--- src/sv/cau_pkg.sv ---
// Shared types, constants and helper functions of the complex arithmetic unit.
// Used by every module of the block; depends on nothing else.
package cau_pkg;

   localparam int DataWidth       = 32;
   localparam int FracBitsDefault = 16;
   localparam int WideWidth       = 2 * DataWidth;
   localparam int NumWidth        = 3 * DataWidth;

   typedef logic [DataWidth-1:0] word_type;
   typedef logic [WideWidth-1:0] wide_type;

   typedef enum logic [1:0] {
      KindAdd = 2'd0,
      KindSub = 2'd1,
      KindMul = 2'd2,
      KindDiv = 2'd3
   } kind_type;

   typedef enum logic [1:0] {
      StatusOk      = 2'd0,
      StatusSat     = 2'd1,
      StatusDivZero = 2'd2
   } status_type;

   typedef struct packed {
      kind_type kind;
      word_type a_real;
      word_type a_imag;
      word_type b_real;
      word_type b_imag;
   } req_type;

   typedef struct packed {
      word_type   res_real;
      word_type   res_imag;
      status_type status;
   } rsp_type;

   // Sign-magnitude value at product width
   typedef struct packed {
      logic     neg;
      wide_type mag;
   } smag_type;

   // Saturated part and its overflow flag
   typedef struct packed {
      word_type val;
      logic     sat;
   } sat_type;

   // Item state inside the divider chain; non-divide items carry their final magnitude in q
   typedef struct packed {
      logic     is_div;
      logic     zero;
      logic     ovf_r;
      logic     ovf_i;
      logic     neg_r;
      logic     neg_i;
      wide_type den;
      wide_type rem_r;
      wide_type rem_i;
      word_type low_r;
      word_type low_i;
      word_type q_r;
      word_type q_i;
   } div_type;

   // Signed sum of two sign-magnitude values; zero is always positive
   function automatic smag_type sm_add(input logic s1, input wide_type m1,
                                       input logic s2, input wide_type m2);
      smag_type         r;
      logic [WideWidth:0] diff;
      diff = {1'b0, m1} - {1'b0, m2};
      if (s1 == s2) begin
         r.neg = s1;
         r.mag = m1 + m2;
      end else if (!diff[WideWidth]) begin
         r.neg = s1;
         r.mag = diff[WideWidth-1:0];
      end else begin
         r.neg = s2;
         r.mag = m2 - m1;
      end
      if (r.mag == '0) begin
         r.neg = 1'b0;
      end
      return r;
   endfunction

   // Clamp a sign-magnitude part to the two's complement word range
   function automatic sat_type saturate(input logic neg, input word_type q);
      sat_type r;
      if (!neg || q == '0) begin
         r.sat = q[DataWidth-1];
         r.val = r.sat ? {1'b0, {(DataWidth-1){1'b1}}} : q;
      end else begin
         r.sat = q[DataWidth-1] && (q[DataWidth-2:0] != '0);
         r.val = r.sat ? {1'b1, {(DataWidth-1){1'b0}}} : word_type'(~q + word_type'(1));
      end
      return r;
   endfunction

endpackage

--- src/sv/cau_div_step.sv ---
// One restoring-division stage of the complex arithmetic unit: one quotient bit
// of each part per stage. Depends on cau_pkg.
module cau_div_step (
   input  logic             clock,
   input  logic             reset,
   input  logic             in_valid,
   output logic             in_ready,
   input  cau_pkg::div_type in_data,
   output logic             out_valid,
   input  logic             out_ready,
   output cau_pkg::div_type out_data
);
   import cau_pkg::*;

   logic    valid_ff;
   div_type data_ff, data_in;

   assign in_ready  = !valid_ff || out_ready;
   assign out_valid = valid_ff;
   assign out_data  = data_ff;

   // shift in the next numerator bit and try the divisor
   always_comb begin
      logic [WideWidth:0] trial_r, trial_i, den_x;
      logic               ge_r, ge_i;
      den_x   = {1'b0, in_data.den};
      trial_r = {in_data.rem_r, in_data.low_r[DataWidth-1]};
      trial_i = {in_data.rem_i, in_data.low_i[DataWidth-1]};
      ge_r    = trial_r >= den_x;
      ge_i    = trial_i >= den_x;
      data_in = in_data;
      if (in_data.is_div) begin
         data_in.rem_r = ge_r ? wide_type'(trial_r - den_x) : trial_r[WideWidth-1:0];
         data_in.rem_i = ge_i ? wide_type'(trial_i - den_x) : trial_i[WideWidth-1:0];
         data_in.low_r = {in_data.low_r[DataWidth-2:0], 1'b0};
         data_in.low_i = {in_data.low_i[DataWidth-2:0], 1'b0};
         data_in.q_r   = {in_data.q_r[DataWidth-2:0], ge_r};
         data_in.q_i   = {in_data.q_i[DataWidth-2:0], ge_i};
      end
   end

   // advance the stage
   always_ff @(posedge clock) begin
      if (reset) begin
         valid_ff <= 1'b0;
      end else if (in_ready) begin
         valid_ff <= in_valid;
      end
   end

   always_ff @(posedge clock) begin
      if (in_ready && in_valid) begin
         data_ff <= data_in;
      end
   end

   // a live divide keeps its partial remainder below the divisor
   a_rem_below_den: assert property (@(posedge clock) disable iff (reset)
      valid_ff && data_ff.is_div && !data_ff.ovf_r && !data_ff.ovf_i |->
         data_ff.rem_r < data_ff.den && data_ff.rem_i < data_ff.den)
      else $error("partial remainder not below divisor");

endmodule

--- config.mk ---
export PLATFORM = sky130hd
export DESIGN_NAME = cau_div_step
export DESIGN_NICKNAME = d
export VERILOG_FILES = /design/src/sv/cau_pkg.sv /design/src/sv/cau_div_step.sv
export SDC_FILE = /design/constraint.sdc
export NUM_CORES = 1
export LEC_CHECK = 0
export BUFFER_PORTS_ARGS = -buffer_cell sky130_fd_sc_hd__buf_2
export CAP_MARGIN = 20
export CORE_AREA = 5 5 428 219
export CTS_CLUSTER_DIAMETER = 80
export DETAILED_ROUTE_END_ITERATION = 10
export DIE_AREA = 0 0 433 224
export SLEW_MARGIN = 10
export SYNTH_ARGS = -nofsm -noshare
export SYNTH_HDL_FRONTEND = slang
export SYNTH_SLANG_ARGS = --single-unit
--- constraint.sdc ---
create_clock -name clock -period 11.36 [get_ports clock]
set_input_delay 0.568 -clock clock [delete_from_list [all_inputs] [get_ports clock]]
set_output_delay 0.568 -clock clock [all_outputs]
set_load 0.02 [all_outputs]
; After elaboration in Yosys (flattened, before gate mapping)
; Index checks and enable logic that the tools add are counted.
[totals]
word_cells = 26
in_bits = 330
ff_bits = 327
output_inout_bits = 328
[op_classes]
n_reduce_logical = 3
order_cmp = 2
add_sub_neg = 2
muxes = 3
[op_table]
columns = operator, n
row1 = $mux W256, 1
row2 = $ge A65 B64 Y1, 2
row3 = $mux W64, 2
row4 = $sub A64 B64 Y64, 2
row5 = $logic_and A1 B1 Y1, 1
row6 = $logic_not A1 Y1, 1
row7 = $logic_or A1 B1 Y1, 1

; Depth between registers and ports, before layout
[depth]
depth_word = 3
mapped_depth = 16
depth_no_buf = 14

; Worst setup path before layout
; No wires, ideal clock.
[synth_path]
path_type = input port to flip-flop
start = in out_ready
end = reg data_ff, in the netlist out_data[0] (enable)
slack_ns = 2.383
n_path_buf = 0
required_time_ns = 10.632
t_arrival_ns = 8.248
path_stages = 2
setup_ns = 0.728
path_cell_list = nand2b_1 -> and2_1
[synth_between]
elab_chain_len = 2
[synth_rtl]
columns = element, line
row1 = start: declaration, cau_div_step.sv:10  ; input logic out_ready,
row2 = $logic_or A1 B1 Y1, cau_div_step.sv:18  ; assign in_ready = !valid_ff || out_ready;
row3 = $logic_and A1 B1 Y1, cau_div_step.sv:52  ; if (in_ready && in_valid) begin
row4 = end signal: assignment, cau_div_step.sv:53  ; data_ff <= data_in;
row5 = end: declaration, cau_div_step.sv:16  ; div_type data_ff, data_in;
; Every way passes these cells.
; A chain may end at the register's enable or synchronous reset.

==> flow_summary_export.csv <==
group,metric,value,unit
cts,h-tree-depth,2,
critical_path,r2r_end,"out_data[133]",
final_layout,syn2layout_area_growth,25.74,%
timing,fin_skew,0.01812,ns
die,io_pins,658,
hold_path,hold_path.class,"input pin to flop",
cts,clock_sinks,327,
final_layout,stdcell_count,4064,
yosys,avgSynthCellArea,9.923,um^2
global_routing,grt_pass1_vias,18710,
timing,layout_setup_ws,6.480,ns
timing,slew_headroom,0.1575,
cts,numCtsBuffers,38,
yosys,ys_ff_latch,327,
status,status,"finished, final reports clean",
yosys,seq_area_frac_synth,0.4419,
hold_path,hp-start,"reset",
die,std_cell_rows,78,
cts,clk_pin_slew,0.06,ns
drt,ant_nets,0,
critical_path,worst-r2r-setup-slack,8.87,ns
timing,tns,0,ns
placed_design,dp_slack,6.026,ns
critical_path,rr_startpoint,"out_valid",
pwr,leakage,0.01172,uW
critical_path,cp_data_required_time,11.69,ns
yosys,synth-main-ff-cell,"edfxtp_1",
pwr,switchingPower,1345,uW
pwr,internal-power,2645,uW
timing,grt_setup_unrepaired,"false",
global_routing,gr-total-overflow,0,
global_routing,grt_pass1_wl,135800,um
placed_design,io_buffers,657,
drt,wl,98620,um
cts,cts_buffer_depth,3,
global_routing,antenna_found_initial,39,
placed_design,gp_congestion,0.9221,
die,coreArea,89690,um^2
drt,drc,0,
drt,post_drt_wl_per_cell,24.27,um
drt,vias,20190,
pwr,switching_share,0.3371,
placed_design,detailed_place_hpwl,80250,um
die,initial_core_util,0.2475,
yosys,ys_types,81,
critical_path,r2r_cells,3,
drt,via_per_inst,4.967,
yosys,synthCells,2237,
final_layout,final_cell_mix,"buf_2, edfxtp_1, nand2_1",
pwr,seqPwrFrac,0.370,
critical_path,crit_chain,"buf_2 -> inv_1 -> ha_1 -> a21o_1 -> a21o_1 -> a221oi_1 -> a21oi_1 -> o21ai_1 -> a21o_1 -> and2_2 -> buf_4 -> o21ai_0 -> mux2_2",
critical_path,cp_common_cell,"a21o_1",
drt,firstDrtPassIters,5,
die,fp.dieW,433,um
cts,tritoncts,"yes",
run,drv_cap,0,
critical_path,crit_cells,13,
critical_path,slowest_stage,"a21o_1",
cts,cts-hold-fix-buffers,0,
hold_path,min_to,"out_valid",
critical_path,cp-end-kind,"flop",
timing,period_needed,4.880,ns
drt,dr.first_iter.drc_count,1746,
critical_path,critPathBufInv,3,
cts,clk_latency,0.59,ns
yosys,netlist_area,22200,um^2
critical_path,crit_fanout,62,
pwr,combPwrFrac,0.283,
cts,post_cts_buffers,0,
pwr,ir_worst_vdd,0.08490,mV
critical_path,critPathTopFamily,"compound AO/OA/AOI/OAI gates",
timing,max_freq,204.9,MHz
cts,cts_resized,0,
global_routing,grt_usage,0.1913,
critical_path,crit_arrival,5.21,ns
cts,cts_root_buf,"clkbuf_16",
yosys,yosys_warnings,0,
placed_design,dp_cells,3982,
timing,tightest_slew,1.264,ns
yosys,postSynth.asyncResetShare,0,
timing,period_share,0.4296,
final_layout,nets,3282,
final_layout,fin_util,0.3112,
timing,maxSlewViolCount,0,
die,dieArea,96990,um^2
die,die_y,224,um
timing,finalSetupViolations,0,
critical_path,max_stage_delay,0.77,ns
yosys,synth_edf_count,326,
final_layout,drive_gt1_frac,0.3146,
pwr,pwr-share-clk,0.347,
yosys,synth_fp_nets,2697,
global_routing,grt_start_max_net_pins,164,
final_layout,layout_commonest_cell,"buf_2",
critical_path,path_class,"input pin to flop",
hold_path,whs_path_depth,2,
pwr,p_per_area,143.0,nW/um^2
timing,finalHoldViolCount,0,
critical_path,critPathLaunchType,"input pin",
-- synth_stat cells, types with 51 or more instances --
library cell  instances  area [um^2]
nor2_1              178        668.1
a21o_1               64        480.5
nand4_1              51        319.1
inv_1               119        446.7
clkbuf_1             57        214.0
ha_1                128         1602
mux2_2              127         1430
nand2_1             230        863.3
buf_2                57        285.3
edfxtp_1            326         9789
xnor2_1              69        604.3
a21oi_1             229         1146
a31oi_1              70        437.9
o21ai_0              81        405.4
-- how the worst max path moves through the flow --
stage,startpoint,end
floorplan,out_ready,out_data[0]
global placement,in_data[266],out_data[130]
detailed placement,in_data[266],out_data[130]
CTS,in_data[266],out_data[130]
global route,in_data[266],out_data[130]
finish,in_data[266],out_data[130]
-- registers in the layout, summed over array words and instances, names as in the netlist --
signal     cells
out_valid      1
out_data     326
-- power by group through the flow --
stage               logic (uW)  clock network [uW]  registers (uW)
floorplan                  593                   0            1640
finish                    1130                1380            1480
CTS                       1130                1440            1480
global placement          1120                   0            1500
detailed placement        1120                   0            1500
global route              1220                1490            1480
-- cells by family (layout without fill, tap and decap cells) --
family	Yosys count	after routing	synth area share
flops	327	327	0.4419
mux	174	174	0.08562
buf+inv	247	861	0.04870
other cells	0	13	0
xor+xnor	109	109	0.04301
compound gates	628	628	0.1793
fa+ha+maj	130	130	0.07395
simple gates	622	622	0.1276
-- stage by stage --
stage	power [uW]	instance area, um^2	hold WS [ns]
floorplan	2236	22200	0.6371
global placement	2624	26510	0.5233
detailed placement	2620	26510	0.5349
CTS	4042	27880	0.08334
global route	4192	27900	0.08851
finish	3991	27910	0.1362
-- metal layers --
metal,track usage,share of wire,vias up
met5,0,0.0020,-
met4,0.04212,0.022,32
met3,0.07438,0.11,126
met2,0.2742,0.41,888
li1,-,-,9519
met1,0.2710,0.46,9621
-- cell type report --
class,count,area (um^2)
clock buffers,44,983.4
fillers,9445,61780
diodes,13,32.53
clock inverters,25,385.4
repair buffers,672,3423
inverters,120,450.4
flip-flops and latches,327,9809
multi-input cells,1663,11330
well taps,1200,1501
Note: power is estimated with default switching activity, not from simulation.
