[config.mk]
export PLATFORM = sky130hd
export DESIGN_NAME = cau_back
export DESIGN_NICKNAME = d
export VERILOG_FILES = /design/src/sv/cau_pkg.sv /design/src/sv/cau_back.sv
export SDC_FILE = /design/constraint.sdc
export NUM_CORES = 1
export LEC_CHECK = 0
export ABC_CLOCK_PERIOD_IN_PS = 5300
export CELL_PAD_IN_SITES_DETAIL_PLACEMENT = 1
export CELL_PAD_IN_SITES_GLOBAL_PLACEMENT = 2
export CORE_AREA = 2 2 153 155
export CTS_CLUSTER_SIZE = 28
export DETAILED_ROUTE_END_ITERATION = 8
export DIE_AREA = 0 0 155 157
export DONT_BUFFER_PORTS = 1
export PLACE_DENSITY_LB_ADDON = 0.1
export SETUP_SLACK_MARGIN = 0.05
export SLEW_MARGIN = 40
export SYNTH_ARGS = -nofsm -noshare
export SYNTH_HDL_FRONTEND = slang
export SYNTH_SLANG_ARGS = --single-unit
[constraint.sdc]
create_clock -name clock -period 5.3 [get_ports clock]
set_clock_uncertainty 0.2 [all_clocks]
set_input_delay 0.53 -clock clock [delete_from_list [all_inputs] [get_ports clock]]
set_output_delay 0.53 -clock clock [all_outputs]
set_load 0.05 [all_outputs]
[src/sv/cau_pkg.sv]
// Shared types, constants and helper functions of the complex arithmetic unit.
// Used by every module of the block; depends on nothing else.
package cau_pkg;

   localparam int DataWidth       = 32;
   localparam int FracBitsDefault = 16;
   localparam int WideWidth       = 2 * DataWidth;
   localparam int NumWidth        = 3 * DataWidth;

   typedef logic [DataWidth-1:0] word_type;
   typedef logic [WideWidth-1:0] wide_type;

   typedef enum logic [1:0] {
      KindAdd = 2'd0,
      KindSub = 2'd1,
      KindMul = 2'd2,
      KindDiv = 2'd3
   } kind_type;

   typedef enum logic [1:0] {
      StatusOk      = 2'd0,
      StatusSat     = 2'd1,
      StatusDivZero = 2'd2
   } status_type;

   typedef struct packed {
      kind_type kind;
      word_type a_real;
      word_type a_imag;
      word_type b_real;
      word_type b_imag;
   } req_type;

   typedef struct packed {
      word_type   res_real;
      word_type   res_imag;
      status_type status;
   } rsp_type;

   // Sign-magnitude value at product width
   typedef struct packed {
      logic     neg;
      wide_type mag;
   } smag_type;

   // Saturated part and its overflow flag
   typedef struct packed {
      word_type val;
      logic     sat;
   } sat_type;

   // Item state inside the divider chain; non-divide items carry their final magnitude in q
   typedef struct packed {
      logic     is_div;
      logic     zero;
      logic     ovf_r;
      logic     ovf_i;
      logic     neg_r;
      logic     neg_i;
      wide_type den;
      wide_type rem_r;
      wide_type rem_i;
      word_type low_r;
      word_type low_i;
      word_type q_r;
      word_type q_i;
   } div_type;

   // Signed sum of two sign-magnitude values; zero is always positive
   function automatic smag_type sm_add(input logic s1, input wide_type m1,
                                       input logic s2, input wide_type m2);
      smag_type         r;
      logic [WideWidth:0] diff;
      diff = {1'b0, m1} - {1'b0, m2};
      if (s1 == s2) begin
         r.neg = s1;
         r.mag = m1 + m2;
      end else if (!diff[WideWidth]) begin
         r.neg = s1;
         r.mag = diff[WideWidth-1:0];
      end else begin
         r.neg = s2;
         r.mag = m2 - m1;
      end
      if (r.mag == '0) begin
         r.neg = 1'b0;
      end
      return r;
   endfunction

   // Clamp a sign-magnitude part to the two's complement word range
   function automatic sat_type saturate(input logic neg, input word_type q);
      sat_type r;
      if (!neg || q == '0) begin
         r.sat = q[DataWidth-1];
         r.val = r.sat ? {1'b0, {(DataWidth-1){1'b1}}} : q;
      end else begin
         r.sat = q[DataWidth-1] && (q[DataWidth-2:0] != '0);
         r.val = r.sat ? {1'b1, {(DataWidth-1){1'b0}}} : word_type'(~q + word_type'(1));
      end
      return r;
   endfunction

endpackage

[src/sv/cau_back.sv]
// Back end of the complex arithmetic unit: saturation, status and the result
// register. Depends on cau_pkg.
module cau_back (
   input  logic             clock,
   input  logic             reset,
   input  logic             in_valid,
   output logic             in_ready,
   input  cau_pkg::div_type in_data,
   output logic             rsp_valid,
   input  logic             rsp_ready,
   output cau_pkg::rsp_type rsp_data
);
   import cau_pkg::*;

   logic    valid_ff;
   rsp_type rsp_ff, rsp_in;

   assign in_ready  = !valid_ff || rsp_ready;
   assign rsp_valid = valid_ff;
   assign rsp_data  = rsp_ff;

   // clamp both parts and pick the status
   always_comb begin
      word_type q_r, q_i;
      sat_type  sat_r, sat_i;
      q_r   = (in_data.is_div && in_data.ovf_r) ? '1 : in_data.q_r;
      q_i   = (in_data.is_div && in_data.ovf_i) ? '1 : in_data.q_i;
      sat_r = saturate(in_data.neg_r, q_r);
      sat_i = saturate(in_data.neg_i, q_i);
      if (in_data.is_div && in_data.zero) begin
         rsp_in.res_real = '0;
         rsp_in.res_imag = '0;
         rsp_in.status   = StatusDivZero;
      end else begin
         rsp_in.res_real = sat_r.val;
         rsp_in.res_imag = sat_i.val;
         rsp_in.status   = (sat_r.sat || sat_i.sat) ? StatusSat : StatusOk;
      end
   end

   // hold the result until taken
   always_ff @(posedge clock) begin
      if (reset) begin
         valid_ff <= 1'b0;
      end else if (in_ready) begin
         valid_ff <= in_valid;
      end
   end

   always_ff @(posedge clock) begin
      if (in_ready && in_valid) begin
         rsp_ff <= rsp_in;
      end
   end

endmodule

Word-level counts from Yosys, hierarchy flattened
Cells that the tools add are included.
{"block": "word_totals", "ff_bits": 67, "word_cells": 34, "inputBits": 330, "output_inout_bits": 68}
{"block": "op_classes", "add_sub_neg": 2, "reduce_logical": 17, "bitwise_logic": 2, "mux": 9}
{"operator": "$mux 32", "count": 4}
{"operator": "$mux 33", "count": 2}
{"operator": "$add 32x1->32 const B", "count": 2}
{"operator": "$logic_not 32->1", "count": 2}
{"operator": "$not 32->32", "count": 2}
{"operator": "$mux 31", "count": 2}
{"operator": "$reduce_bool 31->1", "count": 2}
{"operator": "$logic_and 1x1->1", "count": 6}
{"operator": "$logic_or 1x1->1", "count": 4}
{"operator": "$logic_not 1->1", "count": 3}
{"operator": "$mux 1", "count": 1}

Longest topological paths before layout
{"block": "logic_depth", "ltp_word": 8, "depth_mapped": 12, "ltp_nobuf": 9}

Least setup slack after synthesis
Ideal clock, no wire load.
{"block": "synth_path", "kind": "input port to flip-flop", "from": "input in_data[325] in the netlist's numbering", "to": "register rsp_ff, in the netlist rsp_data[60], data pin", "t_arrival_ns": 3.579, "setup_slack_ns": 1.262, "required_time_ns": 4.841, "stages": 12, "path_buffers": 3, "setup_time_ns": 0.259, "path_cell_list": "and2_1 > clkbuf_1 > clkbuf_1 > nor2_1 > ha_1 > or3b_2 > or4_1 > buf_2 > nor4_4 > mux2i_1 > a21o_1 > a211o_1"}
{"block": "synth_via", "elab_chain_len": 6, "elab_cells_between_ends": 12}
{"item": "from (decl)", "line": "cau_back.sv:8", "source": "input cau_pkg::div_type in_data,"}
{"item": "$logic_and 1x1->1", "line": "cau_back.sv:26", "source": "q_r = (in_data.is_div && in_data.ovf_r) ? '1 : in_data.q_r;"}
{"item": "$mux 32", "line": "cau_back.sv:26"}
{"item": "$not 32->32 or $reduce_bool 31->1 (tied branches)", "line": "cau_pkg.sv:99, cau_pkg.sv:98"}
{"item": "$add 32x1->32 or $logic_and 1x1->1 (tied branches)", "line": "cau_pkg.sv:99, cau_pkg.sv:98"}
{"item": "$mux 32", "line": "cau_pkg.sv:99", "source": "r.val = r.sat ? {1'b1, {(DataWidth-1){1'b0}}} : word_type'(~q + word_type'(1));"}
{"item": "$mux 33", "line": "cau_pkg.sv:94", "source": "if (!neg || q == '0) begin"}
{"item": "to (signal assigned)", "line": "cau_back.sv:52", "source": "rsp_ff <= rsp_in;"}
{"item": "to (decl)", "line": "cau_back.sv:16", "source": "rsp_type rsp_ff, rsp_in;"}
Several ways; a longest one is shown, not always the timed one.
A chain may end at the register's enable or synchronous reset.

Worst setup path in the final report
{"block": "layout_path", "from": "input in_data[325] in the netlist's numbering", "to": "register rsp_ff, in the netlist rsp_data[56], data pin"}
The elaborated chain is that of the path after synthesis.

==> results by stage <==
Status:
- The run finished with clean final reports.

Setup path:
- The cell depth of the worst flop-to-flop path is 3.
- The category of the critical setup timing path is input pin to register.
- Data arrives at the worst endpoint at 3.67 ns.
- The critical path data required time is 5.17 ns.
- The type of element capturing the critical path is a register.
- In this run the critical register-to-register path is launched from rsp_valid.
- The worst register-to-register path has a setup slack of 2.65 ns.
- The endpoint of the most critical register-to-register path is rsp_data[0].
- The maximum fanout count along the critical path is 14.
- The category of the worst setup path launch point is an input pin.

Synthesis:
- The number of flops mapped to enable cells by yosys is 66.
- A synthesized cell averages 9.05 um2.
- After synthesis the netlist holds a flip-flop and latch count of 67.
- Measured against the total synthesized area, the mux share comes to 1.81%.
- The fraction of synthesized cell area in xor and xnor cells is 5.03%.
- Summing every instance area after synthesis gives 4700 um2.
- The adder and majority gate portion of the synthesized area is 0.533%.
- The sequential element share of the synthesized area is 42.6%.
- The netlist uses 55 different library cells.
- The most used flip-flop cell after synthesis is sky130_fd_sc_hd__edfxtp_1.
- The combinational family with the most area after synthesis is simple AND/OR/NAND/NOR gates.
- The fraction of the mapped netlist area in simple logic gates is 24.6%.
- The yosys synthesis warning count is 0.
- The share of synthesized registers carrying an async set or reset is 0%.
- The synthesized netlist cell count is 519.
- Summing the areas of all compound-gate instances in the mapped netlist gives 22.2% of the synthesized area.
- The net count of the mapped netlist is 851.

Floorplanning:
- The boundary pin count is 398.
- The area of the core is 22500 um2.
- The initial utilization of the core area, before any placement, comes to 20.9%.
- Row generation in the floorplan step produced 55 rows.
- The die extent in y is 157 um.
- The die is 155 um wide.
- The die area is 24300 um2.

Global routing:
- Entering global routing, the biggest net connects 45 pins.
- The first global-routing pass estimated 31800 um of wire.
- For this run the aggregate overflow at the end of global routing stands at 0.
- The initial antenna violation count was 0.
- Global routing consumed, over all layers together, 18.0% of the routing resources.
- The via count of the first global-routing pass is 4729.

CTS:
- The root buffer cell chosen for the clock tree is sky130_fd_sc_hd__clkbuf_16.
- After clock tree synthesis, the clock-pin slew on the worst setup and hold paths is 0.06 ns.
- In this run the number of H-tree levels came out at 3.
- The hold buffer count at cts is 0.
- The insertion delay of the later-clocked pin in the worst-skew pair is 0.34 ns.
- The maximum root-to-sink buffer count is 2.
- The clock sink count is 67.
- The number of buffers added for setup after CTS is 0.
- TritonCTS built the clock tree.
- The number of clock buffers added by TritonCTS is 9.
- The number of gates resized after CTS was 0.

STA:
- The routed design could run at a clock period as short as 3.80 ns.
- Summed over all failing endpoints, the final setup total negative slack is 0 ns.
- The number of hold violations in the final report was 0.
- The portion of the clock cycle consumed by the worst path in the final layout is 71.7%.
- Setup repair after global routing left no endpoint under its margin.
- In this run the tightest slew margin relative to its limit is 47.4%.
- Static timing analysis puts the maximum clock frequency at 263 MHz.
- The final count of pins violating max slew is 0.
- Setup violations remaining at the end of the flow were counted as 0.
- The transition time of the tightest slew-check pin is 0.786 ns.

Min path:
- Along the worst hold path, the cell count comes to 1.
- The class of the most critical hold timing path is input pin to register.
- The worst hold path begins at reset.
- The path with the worst hold slack has its endpoint at rsp_valid.

Final layout:
- The final layout contains 848 nets.
- The final cell count without fillers is 806.
- The ratio of cells with drive above 1 in the final layout is 9.60%.
- The filler cells instantiated in the layout total 2566.
- The antenna diode instance count is 0.
- The area added between synthesis and finish is 14.5%.

Power:
- In this run the static leakage power is 1.76 nW.
- In this run the power density over the cells is 310 nW/um2.
- The maximum ir drop on the vdd rail is 0.000134 V.
- The design draws 1.67 mW.

Drt:
- The violation count after the first detailed-route iteration is 205.
- The pre-antenna-repair detailed-routing pass consisted of 6 iterations.
- The highest metal layer carrying signal wires in the routed design is met4.
- The count of antenna-violating nets left after detailed routing is 0.
- Detailed routing placed a total of 2680 um of wire on met3.
- Summed over all nets, wire length on met2 after detailed routing comes to 9910 um.
- In the routed layout, each cell is associated on average with a via count of 5.34.
- The wire length the detailed router placed on met1 is 8730 um.
- The routed layout has 4304 vias.
- For this run, design rule violations remaining after detail routing come to 0.
- In the final routed layout, each cell accounts on average for 26.9 um.
- The total wirelength of the detailed-routed design is 21700 um.

Place:
- Once placement completed, the tool counted placed cells totaling 790.
- Summed over all nets, the half-perimeter wirelength after detailed placement is 16100 um.
- The placer congestion estimate is 0.805.
- The number of buffer cells added on primary ports is 0.

Job:
- The tool flagged a number of max-cap violations equal to 0.
flip-flops by register name (all words and copies together), names as in the netlist:
name,cells
rsp_data,66
rsp_valid,1
through the flow:
step	area, um2	util (%)	setup slack [ns]	hold WS (ns)
2_1_floorplan	4700	-	1.26	0.399
4_1_cts	5380	23.9	1.49	0.0372
3_3_place_gp	5050	22.5	1.13	0.400
6_report	5380	23.9	1.50	0.0492
5_1_grt	5380	23.9	1.34	0.0373
3_5_place_dp	5060	22.5	1.12	0.402
kinds of logic after synthesis:
kind of cell	Yosys count
buffers and inverters	40
XOR/XNOR	27
multiplexers	8
AO/OA/AOI/OAI	151
AND/OR/NAND/NOR	224
adder cells (fa/ha/maj)	2
flip-flops	67
Yosys cell counts, types with 5 or more instances:
cell type / instances / area [um2]
sky130_fd_sc_hd__edfxtp_1: 66 / 1980
sky130_fd_sc_hd__nor2_1: 66 / 248
sky130_fd_sc_hd__a21oi_1: 36 / 180
sky130_fd_sc_hd__nand2_1: 33 / 124
sky130_fd_sc_hd__o21ai_0: 31 / 155
sky130_fd_sc_hd__nor3_1: 27 / 135
sky130_fd_sc_hd__clkbuf_1: 26 / 97.6
sky130_fd_sc_hd__nor4_1: 22 / 138
sky130_fd_sc_hd__xnor2_1: 16 / 140
sky130_fd_sc_hd__nand3_1: 14 / 70.1
sky130_fd_sc_hd__or3_1: 13 / 81.3
sky130_fd_sc_hd__inv_1: 11 / 41.3
sky130_fd_sc_hd__or4_1: 11 / 82.6
sky130_fd_sc_hd__xor2_1: 11 / 96.3
sky130_fd_sc_hd__a31oi_1: 10 / 62.6
sky130_fd_sc_hd__a211o_1: 8 / 70.1
sky130_fd_sc_hd__a21o_1: 8 / 60.1
sky130_fd_sc_hd__nand4_1: 8 / 50.1
sky130_fd_sc_hd__a211oi_1: 7 / 52.6
sky130_fd_sc_hd__o211a_1: 7 / 70.1
sky130_fd_sc_hd__or2_2: 7 / 43.8
sky130_fd_sc_hd__a221o_1: 6 / 60.1
sky130_fd_sc_hd__o21a_1: 6 / 45.0
sky130_fd_sc_hd__and4_1: 5 / 43.8
cell type report:
type | instances | area, um2 | share of cell area [%]
flip-flops and latches | 67 | 2000 | 37.2
repair buffers | 14 | 105 | 1.95
well taps | 285 | 357 | 6.63
multi-input cells | 412 | 2550 | 47.4
inverters | 12 | 45.0 | 0.837
clock buffers | 10 | 229 | 4.26
clock inverters | 6 | 90.1 | 1.67
placed cells by master, fill, tap and decap left out, drive strengths merged, types with 11 or more instances in the layout:
| cell type | count |
|---|---|
| buf | 14 |
| nor2 | 66 |
| nand2 | 33 |
| or4 | 11 |
| a21oi | 36 |
| nand3 | 14 |
| inv | 12 |
| xor2 | 11 |
| xnor2 | 16 |
| nor3 | 27 |
| o21ai | 31 |
| or3 | 13 |
| nor4 | 24 |
| edfxtp | 66 |
metal layers:
metal  global-route usage, %  vias to the layer above
li1                        -                     2015
met1                    20.2                     2140
met2                    29.0                      128
met3                    10.7                       21
met4                    4.85                        0
met5                       0                        -
report_power, final:
part	switching (mW)	internal [mW]
Clock	0.246	0.414
Combinational	0.126	0.0710
Sequential	0.168	0.642
Total	0.540	1.13
how the worst max path moves through the flow:
stage	startpoint	endpoint	slack (ns)	cells after the start
floorplan	in_data[325]	rsp_data[60]	1.26	12
finish	in_data[325]	rsp_data[56]	1.50	10
detailed placement	in_data[325]	rsp_data[64]	1.12	9
CTS	in_data[325]	rsp_data[64]	1.49	9
global route	in_data[325]	rsp_data[56]	1.34	10
global placement	in_data[325]	rsp_data[56]	1.13	10
critical path, cell delays in order:
cell and delay [ns]:
sky130_fd_sc_hd__and2_1 0.23, sky130_fd_sc_hd__nor2_1 0.15, sky130_fd_sc_hd__ha_1 0.24, sky130_fd_sc_hd__or3b_2 0.51, sky130_fd_sc_hd__or4_1 0.64, sky130_fd_sc_hd__nor4_4 0.50
sky130_fd_sc_hd__buf_4 0.22, sky130_fd_sc_hd__mux2_2 0.37, sky130_fd_sc_hd__a22oi_1 0.15, sky130_fd_sc_hd__a21oi_1 0.11
No activity file was read; power rests on OpenSTA's default activity.
